--- src/rtl/tcgb_pkg.sv ---
// ----------------------------------------------------------------------------
// tcgb_pkg
// Shared types and constants for the text cursor glyph blitter.
// ----------------------------------------------------------------------------
package tcgb_pkg;

    localparam int unsigned BYTE_W = 8;
    localparam int unsigned CFG_IDX_W = 3;

    // register indexes on the configuration port
    localparam logic [CFG_IDX_W-1:0] REG_WRAP_WIDTH   = 3'd0;
    localparam logic [CFG_IDX_W-1:0] REG_LINE_START   = 3'd1;
    localparam logic [CFG_IDX_W-1:0] REG_COLOR_OFFSET = 3'd2;
    localparam logic [CFG_IDX_W-1:0] REG_FONT_BASE_X  = 3'd3;
    localparam logic [CFG_IDX_W-1:0] REG_FONT_BASE_Y  = 3'd4;

    localparam logic [BYTE_W-1:0] WRAP_WIDTH_RESET = 8'd128;
    localparam logic [BYTE_W-1:0] GLYPH_STEP       = 8'd8;
    localparam logic [BYTE_W-1:0] NIBBLE_MASK      = 8'h0F;
    localparam logic [BYTE_W-1:0] ROW_MASK         = 8'h70;

    // character codes with special meaning
    localparam logic [BYTE_W-1:0] CHAR_NUL   = 8'd0;
    localparam logic [BYTE_W-1:0] CHAR_LF    = 8'd10;
    localparam logic [BYTE_W-1:0] CHAR_CR    = 8'd13;
    localparam logic [BYTE_W-1:0] CHAR_SPACE = 8'd32;

    localparam logic CMD_PRINT = 1'b0;
    localparam logic CMD_SET   = 1'b1;

    typedef struct packed {
        logic [BYTE_W-1:0] wrap_width;
        logic [BYTE_W-1:0] line_start;
        logic [BYTE_W-1:0] color_offset;
        logic [BYTE_W-1:0] font_base_x;
        logic [BYTE_W-1:0] font_base_y;
    } t_cfg;

    typedef struct packed {
        logic              command;
        logic [BYTE_W-1:0] char_code;
        logic [BYTE_W-1:0] new_x;
        logic [BYTE_W-1:0] new_y;
    } t_item;

    typedef struct packed {
        logic [BYTE_W-1:0] dest_x;
        logic [BYTE_W-1:0] dest_y;
        logic [BYTE_W-1:0] src_x;
        logic [BYTE_W-1:0] src_y;
    } t_blit;

endpackage

--- src/rtl/tcgb_cursor.sv ---
// ----------------------------------------------------------------------------
// tcgb_cursor
// Next-cursor and blit request logic for one item, purely combinational.
// ----------------------------------------------------------------------------
module tcgb_cursor
    import tcgb_pkg::*;
(
    input  t_cfg              i_cfg,
    input  t_item             i_item,
    input  logic [BYTE_W-1:0] i_cur_x,
    input  logic [BYTE_W-1:0] i_cur_y,
    output logic [BYTE_W-1:0] o_next_x,
    output logic [BYTE_W-1:0] o_next_y,
    output logic              o_emit,
    output t_blit             o_blit
);

    logic [BYTE_W:0]   wrap_limit;
    logic              wrap;
    logic [BYTE_W-1:0] glyph;
    logic [BYTE_W-1:0] draw_x;
    logic [BYTE_W-1:0] draw_y;

    assign wrap_limit = {1'b0, i_cfg.wrap_width} + {1'b0, i_cfg.line_start};
    assign wrap       = {1'b0, i_cur_x} >= wrap_limit;
    assign glyph      = i_item.char_code + i_cfg.color_offset;
    assign draw_x     = wrap ? (i_cur_x - i_cfg.wrap_width) : i_cur_x;
    assign draw_y     = wrap ? (i_cur_y + GLYPH_STEP) : i_cur_y;

    assign o_blit.dest_x = draw_x;
    assign o_blit.dest_y = draw_y;
    assign o_blit.src_x  = {1'b0, (glyph[BYTE_W-5:0] & NIBBLE_MASK[BYTE_W-5:0]), 3'b000}
                           | i_cfg.font_base_x;
    assign o_blit.src_y  = (glyph & ROW_MASK) | i_cfg.font_base_y;

    always_comb begin
        o_next_x = i_cur_x;
        o_next_y = i_cur_y;
        o_emit   = 1'b0;
        if (i_item.command == CMD_SET) begin
            o_next_x = i_item.new_x;
            o_next_y = i_item.new_y;
        end else begin
            unique case (i_item.char_code)
                CHAR_NUL: begin
                end
                CHAR_SPACE: begin
                    o_next_x = i_cur_x + GLYPH_STEP;
                end
                CHAR_LF: begin
                    o_next_y = i_cur_y + GLYPH_STEP;
                end
                CHAR_CR: begin
                    o_next_x = i_cfg.line_start;
                end
                default: begin
                    o_next_x = draw_x + GLYPH_STEP;
                    o_next_y = draw_y;
                    o_emit   = 1'b1;
                end
            endcase
        end
    end

endmodule

--- src/rtl/text_cursor_glyph_blit_top.sv ---
// ----------------------------------------------------------------------------
// text_cursor_glyph_blit_top
// Text cursor with glyph blit request generation from character beats.
// ----------------------------------------------------------------------------
// Path: input beat to blit request through the input register, then the
//   result register; items that draw nothing update the cursor only.
// Throughput: 1 beat per cycle unless stalled; one cursor update stage.
// Reset: synchronous, active low; cursor to (0,0), wrap width to 128,
//   other config registers to 0, both pipeline stages empty.
module text_cursor_glyph_blit_top
    import tcgb_pkg::*;
(
    input  logic                 i_clk,
    input  logic                 i_rst_n,
    // configuration write port
    input  logic                 i_cfg_we,
    input  logic [CFG_IDX_W-1:0] i_cfg_index,
    input  logic [BYTE_W-1:0]    i_cfg_data,
    // input channel
    input  logic                 i_in_valid,
    output logic                 o_in_stall,
    input  logic                 i_command,
    input  logic [BYTE_W-1:0]    i_char_code,
    input  logic [BYTE_W-1:0]    i_new_x,
    input  logic [BYTE_W-1:0]    i_new_y,
    // output channel
    output logic                 o_out_valid,
    input  logic                 i_out_stall,
    output logic [BYTE_W-1:0]    o_dest_x,
    output logic [BYTE_W-1:0]    o_dest_y,
    output logic [BYTE_W-1:0]    o_src_x,
    output logic [BYTE_W-1:0]    o_src_y
);

    t_cfg              r_cfg;
    logic              r_in_valid;
    t_item             r_in;
    logic [BYTE_W-1:0] r_cur_x;
    logic [BYTE_W-1:0] r_cur_y;
    logic              r_out_valid;
    t_blit             r_out;

    logic [BYTE_W-1:0] n_cur_x;
    logic [BYTE_W-1:0] n_cur_y;
    logic              emit;
    t_blit             blit;
    logic              out_free;
    logic              fire;
    logic              in_take;

    // Configuration registers: must be written only while idle, so no hazard with
    // the item in flight; the user must ensure this, the block does not enforce it.
    always_ff @(posedge i_clk) begin
        if (!i_rst_n) begin
            r_cfg.wrap_width   <= WRAP_WIDTH_RESET;
            r_cfg.line_start   <= '0;
            r_cfg.color_offset <= '0;
            r_cfg.font_base_x  <= '0;
            r_cfg.font_base_y  <= '0;
        end else if (i_cfg_we) begin
            unique case (i_cfg_index)
                REG_WRAP_WIDTH:   r_cfg.wrap_width   <= i_cfg_data;
                REG_LINE_START:   r_cfg.line_start   <= i_cfg_data;
                REG_COLOR_OFFSET: r_cfg.color_offset <= i_cfg_data;
                REG_FONT_BASE_X:  r_cfg.font_base_x  <= i_cfg_data;
                REG_FONT_BASE_Y:  r_cfg.font_base_y  <= i_cfg_data;
                default: begin
                    // drop writes beyond the register list
                end
            endcase
        end
    end

    // The result register is free when empty or being taken this cycle.
    assign out_free = !r_out_valid || !i_out_stall;
    // Retire the held item unless it draws a glyph and has nowhere to go.
    assign fire     = r_in_valid && (!emit || out_free);
    // Hold off new beats only while the held item cannot retire.
    assign o_in_stall = r_in_valid && !fire;
    assign in_take    = i_in_valid && !o_in_stall;

    // Input register stage.
    always_ff @(posedge i_clk) begin
        if (!i_rst_n) begin
            r_in_valid <= 1'b0;
        end else if (in_take) begin
            r_in_valid <= 1'b1;
        end else if (fire) begin
            r_in_valid <= 1'b0;
        end
    end

    always_ff @(posedge i_clk) begin
        if (in_take) begin
            r_in.command   <= i_command;
            r_in.char_code <= i_char_code;
            r_in.new_x     <= i_new_x;
            r_in.new_y     <= i_new_y;
        end
    end

    tcgb_cursor u_cursor (
        .i_cfg    (r_cfg),
        .i_item   (r_in),
        .i_cur_x  (r_cur_x),
        .i_cur_y  (r_cur_y),
        .o_next_x (n_cur_x),
        .o_next_y (n_cur_y),
        .o_emit   (emit),
        .o_blit   (blit)
    );

    // Cursor state: advance once per retired item.
    always_ff @(posedge i_clk) begin
        if (!i_rst_n) begin
            r_cur_x <= '0;
            r_cur_y <= '0;
        end else if (fire) begin
            r_cur_x <= n_cur_x;
            r_cur_y <= n_cur_y;
        end
    end

    // Result register: load a new blit beat, or drop the old one once taken.
    always_ff @(posedge i_clk) begin
        if (!i_rst_n) begin
            r_out_valid <= 1'b0;
        end else if (fire && emit) begin
            r_out_valid <= 1'b1;
        end else if (!i_out_stall) begin
            r_out_valid <= 1'b0;
        end
    end

    always_ff @(posedge i_clk) begin
        if (fire && emit) begin
            r_out <= blit;
        end
    end

    assign o_out_valid = r_out_valid;
    assign o_dest_x    = r_out.dest_x;
    assign o_dest_y    = r_out.dest_y;
    assign o_src_x     = r_out.src_x;
    assign o_src_y     = r_out.src_y;

    // A new blit beat appears only from a retired drawing item.
    a_out_source: assert property (@(posedge i_clk) disable iff (!i_rst_n)
        $rose(o_out_valid) |-> $past(fire && emit))
        else $error("blit beat without a drawing item");

    // A stall on input only while an item is held.
    a_stall_held: assert property (@(posedge i_clk) disable iff (!i_rst_n)
        o_in_stall |-> r_in_valid)
        else $error("input stalled with empty input stage");

    // A set command loads the cursor and draws nothing.
    a_set_cursor: assert property (@(posedge i_clk) disable iff (!i_rst_n)
        (fire && r_in.command == CMD_SET) |=>
            (r_cur_x == $past(r_in.new_x) && r_cur_y == $past(r_in.new_y)))
        else $error("set command did not load the cursor");

    a_set_no_blit: assert property (@(posedge i_clk) disable iff (!i_rst_n)
        (r_in_valid && r_in.command == CMD_SET) |-> !emit)
        else $error("set command produced a blit");

endmodule
--- config.mk ---
export PLATFORM = sky130hd
export DESIGN_NAME = text_cursor_glyph_blit_top
export DESIGN_NICKNAME = d
export VERILOG_FILES = /design/src/rtl/tcgb_pkg.sv /design/src/rtl/tcgb_cursor.sv /design/src/rtl/text_cursor_glyph_blit_top.sv
export SDC_FILE = /design/constraint.sdc
export NUM_CORES = 1
export LEC_CHECK = 0
export BUFFER_PORTS_ARGS = -buffer_cell sky130_fd_sc_hd__buf_4
export CORE_MARGIN = 2
export CORE_UTILIZATION = 45
export CTS_BUF_LIST = sky130_fd_sc_hd__clkbuf_2
export CTS_CLUSTER_SIZE = 24
export DETAILED_ROUTE_END_ITERATION = 16
export PLACE_DENSITY = 0.67
export SYNTH_ARGS = -nofsm -noshare
export SYNTH_HDL_FRONTEND = slang
export SYNTH_SLANG_ARGS = --single-unit
export TNS_END_PERCENT = 50
--- constraint.sdc ---
create_clock -name i_clk -period 3.48 [get_ports i_clk]
set_input_delay 0.174 -clock i_clk [delete_from_list [all_inputs] [get_ports i_clk]]
set_output_delay 0.174 -clock i_clk [all_outputs]
set_load 0.1 [all_outputs]
# --- Word-level counts from Yosys, hierarchy flattened ---
# Index checks and enable logic that the tools add are counted.
op_classes:
  bitwise: 2
  magnitude_cmp: 1
  n_reduce_logical: 24
  muxes: 12
  add_sub_neg: 6
  n_eq_ne: 10
ops:
  columns: ["op", "count"]
  rows:
  - ["$mux W8", 4]
  - ["$add A8 B4 Y8 const B", 3]
  - ["$pmux W8 S3", 1]
  - ["$eq A8 B4 Y1 const B", 2]
  - ["$or A7 B8 Y8", 2]
  - ["$pmux W8 S2", 1]
  - ["$reduce_and A2 Y1", 7]
  - ["$add A8 B8 Y9", 1]
  - ["$ge A8 B9 Y1", 1]
  - ["$eq A8 B6 Y1 const B", 1]
  - ["$logic_not A8 Y1", 1]
  - ["$sub A8 B8 Y8", 1]
  - ["$add A7 B7 Y7", 1]
  - ["$eq A3 B2 Y1 const B", 2]
  - ["$mux W1", 6]
  - ["$ne A2 B1 Y1 const B", 3]
  - ["$logic_not A1 Y1", 5]
  - ["$logic_and A1 B1 Y1", 4]
  - ["$reduce_or A4 Y1", 1]
  - ["$eq A3 B1 Y1 const B", 1]
  - ["$eq A3 B3 Y1 const B", 1]
  - ["$logic_not A3 Y1", 1]
  - ["$reduce_or A3 Y1", 1]
  - ["$logic_or A1 B1 Y1", 2]
  - ["other kinds (2)", 2]
word_totals:
  output_inout_bits: 34
  input_bits: 41
  elab_cells: 72
  regBits: 114

# --- Depth between registers and ports, before layout ---
logic_depth:
  word_depth: 12
  depth_mapped: 19
  mapped_depth_nobuf: 19

# --- Modules after synthesis ---
# From an unflattened synthesis, not the netlist that was laid out.
unflattened:
  hier_cells: 583
  hier_area_um2: 5975.7
by_module_without_submodules:
  columns: ["module", "n_inst", "seq_area_each_um2", "cells_per_inst", "area_per_inst_um2"]
  rows:
  - ["text_cursor_glyph_blit_top", 1, 2872.8, 290, 3945.0]
  - ["tcgb_cursor", 1, 0.0, 293, 2030.7]

# --- Worst setup path before layout ---
# Ideal clock, no wire load.
synth_timing:
  path_kind: "register to register"
  startpoint: "register r_in[19] (netlist bit)"
  endpoint: "register r_in[0] (netlist bit), enable pin"
  period_less_slack_ns: 3.797
  path_buffers: 1
  t_arrival_ns: 3.329
  stages_incl_launch_ff: 8
  setup_ns: 0.468
  slack_ns: -0.317
  t_required_ns: 3.012
  cell_sequence: "edfxtp_1 -> nor2b_1 -> and4_1 -> buf_4 -> a21oi_1 -> nand4_1 -> nor2_1 -> nor2b_1"
synth_between:
  elab_chain_cells: 11
  elab_cells_between_ends: 14
  cone_classes: "3 x eq/ne; 2 x mux; 9 x reduce/logical"
synth_rtl:
  columns: ["element", "line_no", "text"]
  rows:
  - ["start, declared", "text_cursor_glyph_blit_top.sv:37", "t_item r_in;"]
  - ["$eq A8 B6 Y1 (tied with other cells)", "tcgb_cursor.sv:44", "unique case (i_item.char_code)"]
  - ["$reduce_or A4 Y1 (no line) (*)", null, null]
  - ["$mux W1 (*)", "tcgb_cursor.sv:44", null]
  - ["$mux W1 (*)", "tcgb_cursor.sv:40", "if (i_item.command == CMD_SET) begin"]
  - ["$logic_not A1 Y1 (*)", "text_cursor_glyph_blit_top.sv:77", "assign fire = r_in_valid && (!emit || out_free);"]
  - ["$logic_or A1 B1 Y1 (*)", "text_cursor_glyph_blit_top.sv:77", null]
  - ["$logic_and A1 B1 Y1 (*)", "text_cursor_glyph_blit_top.sv:77", null]
  - ["$logic_not A1 Y1 (*)", "text_cursor_glyph_blit_top.sv:79", "assign o_in_stall = r_in_valid && !fire;"]
  - ["$logic_and A1 B1 Y1 (*)", "text_cursor_glyph_blit_top.sv:79", null]
  - ["via o_in_stall", "text_cursor_glyph_blit_top.sv:21", "output logic o_in_stall,"]
  - ["$logic_not A1 Y1 (*)", "text_cursor_glyph_blit_top.sv:80", "assign in_take = i_in_valid && !o_in_stall;"]
  - ["$logic_and A1 B1 Y1 (*)", "text_cursor_glyph_blit_top.sv:80", null]
  - ["via in_take", "text_cursor_glyph_blit_top.sv:49", "logic in_take;"]
# Mark *: on every way through the listed nets, which the timed path passes. The rest lies on a longest branch.
# A chain may end at the register's enable or synchronous reset.

# --- Worst setup path in the final report ---
layout_timing:
  startpoint: "register r_cfg[25] (netlist bit)"
  endpoint: "register r_cur_x[7]"
layout_between:
  elab_chain_cells: 6
layout_rtl:
  columns: ["element", "line_no", "text"]
  rows:
  - ["start, declared", "text_cursor_glyph_blit_top.sv:35", "t_cfg r_cfg;"]
  - ["$add A8 B8 Y9", "tcgb_cursor.sv:24", "assign wrap_limit = {1'b0, i_cfg.wrap_width} + {1'b0, i_cfg.line_start};"]
  - ["$ge A8 B9 Y1", "tcgb_cursor.sv:25", "assign wrap = {1'b0, i_cur_x} >= wrap_limit;"]
  - ["$mux W8", "tcgb_cursor.sv:27", "assign draw_x = wrap ? (i_cur_x - i_cfg.wrap_width) : i_cur_x;"]
  - ["$add A8 B4 Y8", "tcgb_cursor.sv:57", "o_next_x = draw_x + GLYPH_STEP;"]
  - ["$pmux W8 S3", "tcgb_cursor.sv:44", null]
  - ["$mux W8", "tcgb_cursor.sv:40", null]
  - ["end signal, assigned", "text_cursor_glyph_blit_top.sv:119", "r_cur_x <= n_cur_x;"]
  - ["end, declared", "text_cursor_glyph_blit_top.sv:38", "logic [BYTE_W-1:0] r_cur_x;"]
# Every way passes these cells.

==> flow_summary.yaml <==
critical_path:
  crit_fanout: 3
  worstPathCellList: "ha_4 > a21o_1 > a21oi_2 > o21bai_1 > a21oi_2 > o21bai_1 > a21oi_2 > xor2_1 > ha_1 > nand3_2 > o211a_1 > o31ai_4 > nand3_2 > mux2_4 > ha_4 > a211o_1 > o21ai_2 > mux2i_1 > o2111a_1"
  endpoint_kind: "flip-flop"
  worst_path_max_delay_cell: "dfxtp_2"
  cp.required_ns: 4.13
  slowest_delay_ns: 0.38
  critical_path_class: "flip-flop to flip-flop"
  reg2reg_slack_ns: -0.26
  crit_top_cell: "a21oi_2"
  start_kind: "flip-flop"
  worst_ep_arrival_time_ns: 4.39
timing:
  drv_slew: 0
  finalSetupViolCount: 14
  finalSetupTns_ns: -0.9923
  relSlewSlack_pct: 59.77
  rsz0062_at_grt: "yes"
  finClkSkew_ns: 0.03132
  fin_crit_sh_pct: 107.5
  fin_ws_ns: -0.2595
  fin_crit_ns: 3.740
  max_freq_mhz: 267.4
  finalHoldViolCount: 0
  tightestPinTransition_ns: 0.5972
  worst_hold_slack_ns: 0.09978
run:
  maxCapViolations: 0
clocking:
  h-tree-depth: 4
  root_buffer: "clkbuf_2"
  cts_sinks: 114
  path_clk_slew_ns: 0.18
  clkLatencyLatePin_ns: 0.68
  cts_tree: "yes"
  clockBufferDepth: 2
  cts_made_buffers: 17
synthesis:
  synth_common_cells: "72 x nand2_1, 57 x dfxtp_1, 57 x edfxtp_1, 31 x ha_1, 29 x a21boi_0"
  avgSynthCellArea_sq_um: 10.50
  synthArstFlopShare_pct: 0
  synth_top_area_share_pct: 29.84
  synth_largest_area_cell: "edfxtp_1"
  yosys_most_used_dff: "edfxtp_1"
  synth_nets: 621
  synth_area_sq_mm: 0.005736
  yosys.cell_count.top_type: "nand2_1"
  synth.area.top_cells: "edfxtp_1 30%, dfxtp_1 20%, ha_1 6.8%, nand2_1 4.7%, a21boi_0 3.8%"
  yosysSeqAreaShare_pct: 49.74
  synth-seq-cells: 114
  yosysUniqueCellTypes: 66
  synth_cells: 546
  synth-edff-count: 57
  yosysWarnings: 0
routing:
  drt_iter0_drc: 245
  wl_microns: 14210
  via_per_inst: 5.246
  wl_met1_microns: 6068
  wl_met2_microns: 7041
  first_pass_iters: 4
  vias: 4674
  drc_errors: 0
  wl_per_cell_microns: 15.95
  drtAntennaViolNets: 0
  dr_wl_met3_microns: 697
  top_layer: "met4"
layout:
  fin_nets: 781
  drive_above_1_share_pct: 27.44
  nFillCells: 1046
  multiInputGateArea_sq_mm: 0.002899
  regArea_sq_mm: 0.002858
  area_growth_syn_to_layout_pct: 33.27
  fin_util_pct: 61.07
grt:
  track_usage_pct: 21.81
  grt_start_max_net_pins: 54
  gr-total-overflow: 0
  grt_first_pass_wirelength_microns: 22590
  grt_antenna_before_repair: 0
  grt_pass1_vias: 4639
floorplan:
  dieArea_sq_mm: 0.01366
  die_h_microns: 116.9
  coreArea_sq_mm: 0.01252
  start_util_pct: 45.82
  die_w_microns: 116.9
  fp-row-count: 41
  ioPinCount: 75
pwr:
  power.leakage_nw: 3.018
  ir_drop_mv: 0.2707
  power_density_mw_per_mm2: 395.7
placed_design:
  place_worst_setup_slack_ns: -0.3411
  numPortBuffers: 74
  gp_congestion: 0.9624
  dp_hpwl_microns: 9542
status:
  violations: "negative setup slack"
  outcome: "finished with violations"
min_path:
  min_path_type: "input port to flip-flop"
## per-stage QoR
stage | instance area (sq um) | instances | power [mW]
5_1_grt | 7641 | 890 | 3.158
2_1_floorplan | 5738 | 546 | 1.879
3_5_place_dp | 6694 | 807 | 2.050
6_report | 7644 | 891 | 3.025
4_1_cts | 7546 | 889 | 3.004
3_3_place_gp | 6694 | 807 | 2.037
## registers in the layout, summed over array words and instances (netlist names)
name	cells
r_cfg	39
r_in	25
o_dest_x	8
o_dest_y	8
o_src_x	8
o_src_y	8
r_cur_x	8
r_cur_y	8
o_out_valid	1
r_in_valid	1
## cells in the final DEF, fill, tap and decap left out, types with 5 or more instances in the layout
cell / synthesis / layout
inv_1: 25 / 22
nor2b_1: 26 / 25
nor2_1: 26 / 23
nand2b_1: 12 / 12
mux2i_1: 19 / 18
xnor2_1: 14 / 14
buf_4: 2 / 107
dfxtp_1: 57 / 53
o21a_1: 5 / 5
nand4_1: 8 / 8
dlygate4sd3_1: 0 / 45
o21ai_0: 18 / 13
ha_1: 31 / 28
mux2_4: 0 / 7
buf_6: 1 / 7
clkinv_1: 0 / 6
clkbuf_2: 0 / 21
nand2_1: 72 / 71
nor3_1: 7 / 7
a21oi_2: 0 / 6
a21boi_0: 29 / 28
edfxtp_1: 57 / 57
a21o_1: 7 / 7
a31oi_1: 5 / 5
a21oi_1: 20 / 13
nand3_1: 11 / 9
xor2_1: 6 / 6
## cell families after synthesis
| family | share of synthesized area, % |
|---|---|
| AO/OA/AOI/OAI | 15.53 |
| buffers and inverters | 3.228 |
| multiplexers | 4.690 |
| flip-flops | 49.74 |
| XOR/XNOR | 3.054 |
| AND/OR/NAND/NOR | 15.95 |
| adder cells (fa/ha/maj) | 7.810 |
## power breakdown
group | total [mW] | internal, mW | switching, mW
Clock | 0.882 | 0.394 | 0.488
Combinational | 0.634 | 0.282 | 0.353
Sequential | 1.51 | 1.47 | 0.0398
Total | 3.02 | 2.14 | 0.881
## routing by layer
layer	vias up	global-route usage, %
li1	2281	-
met2	116	36.45
met3	39	5.149
met4	0	10.90
met5	-	0
met1	2238	26.48
## path summary, 6_finish.rpt
check,end,from,cells past startpoint
hold / removal,r_cfg[35],i_cfg_index[2],5
hold reg to reg,o_dest_y[0],r_cur_y[0],0
setup reg to reg,r_cur_x[7],r_cfg[25],19
setup / recovery,r_cur_x[7],r_cfg[25],19
## final cells by class
type	count	share of cell area (%)
inverter	25	1.228
sequential	114	37.39
tap	172	2.816
clock inverter	10	1.539
multi-input combinational	388	37.93
clock buffer	21	1.375
timing repair buffer	160	17.70
antenna	1	0.03274
## what timing repair did
action / CTS / global route
gates resized for setup: 32 / 26
setup endpoints to repair: 21 / 25
cloned: 1 / 0
setup buffers: 5 / 1
hold buffers: 46 / 0
pin swaps: 24 / 17
endpoints found under the hold margin: 82 / 0
## worst max-delay path: cells and delay by family, from the launching register on
family | cells | cell delay (ns)
mux | 2 | 0.56
simple gates | 2 | 0.27
flops | 1 | 0.38
compound gates | 11 | 1.59
xor+xnor | 1 | 0.16
fa+ha+maj | 3 | 0.73
(Power assumes the default switching activity.)
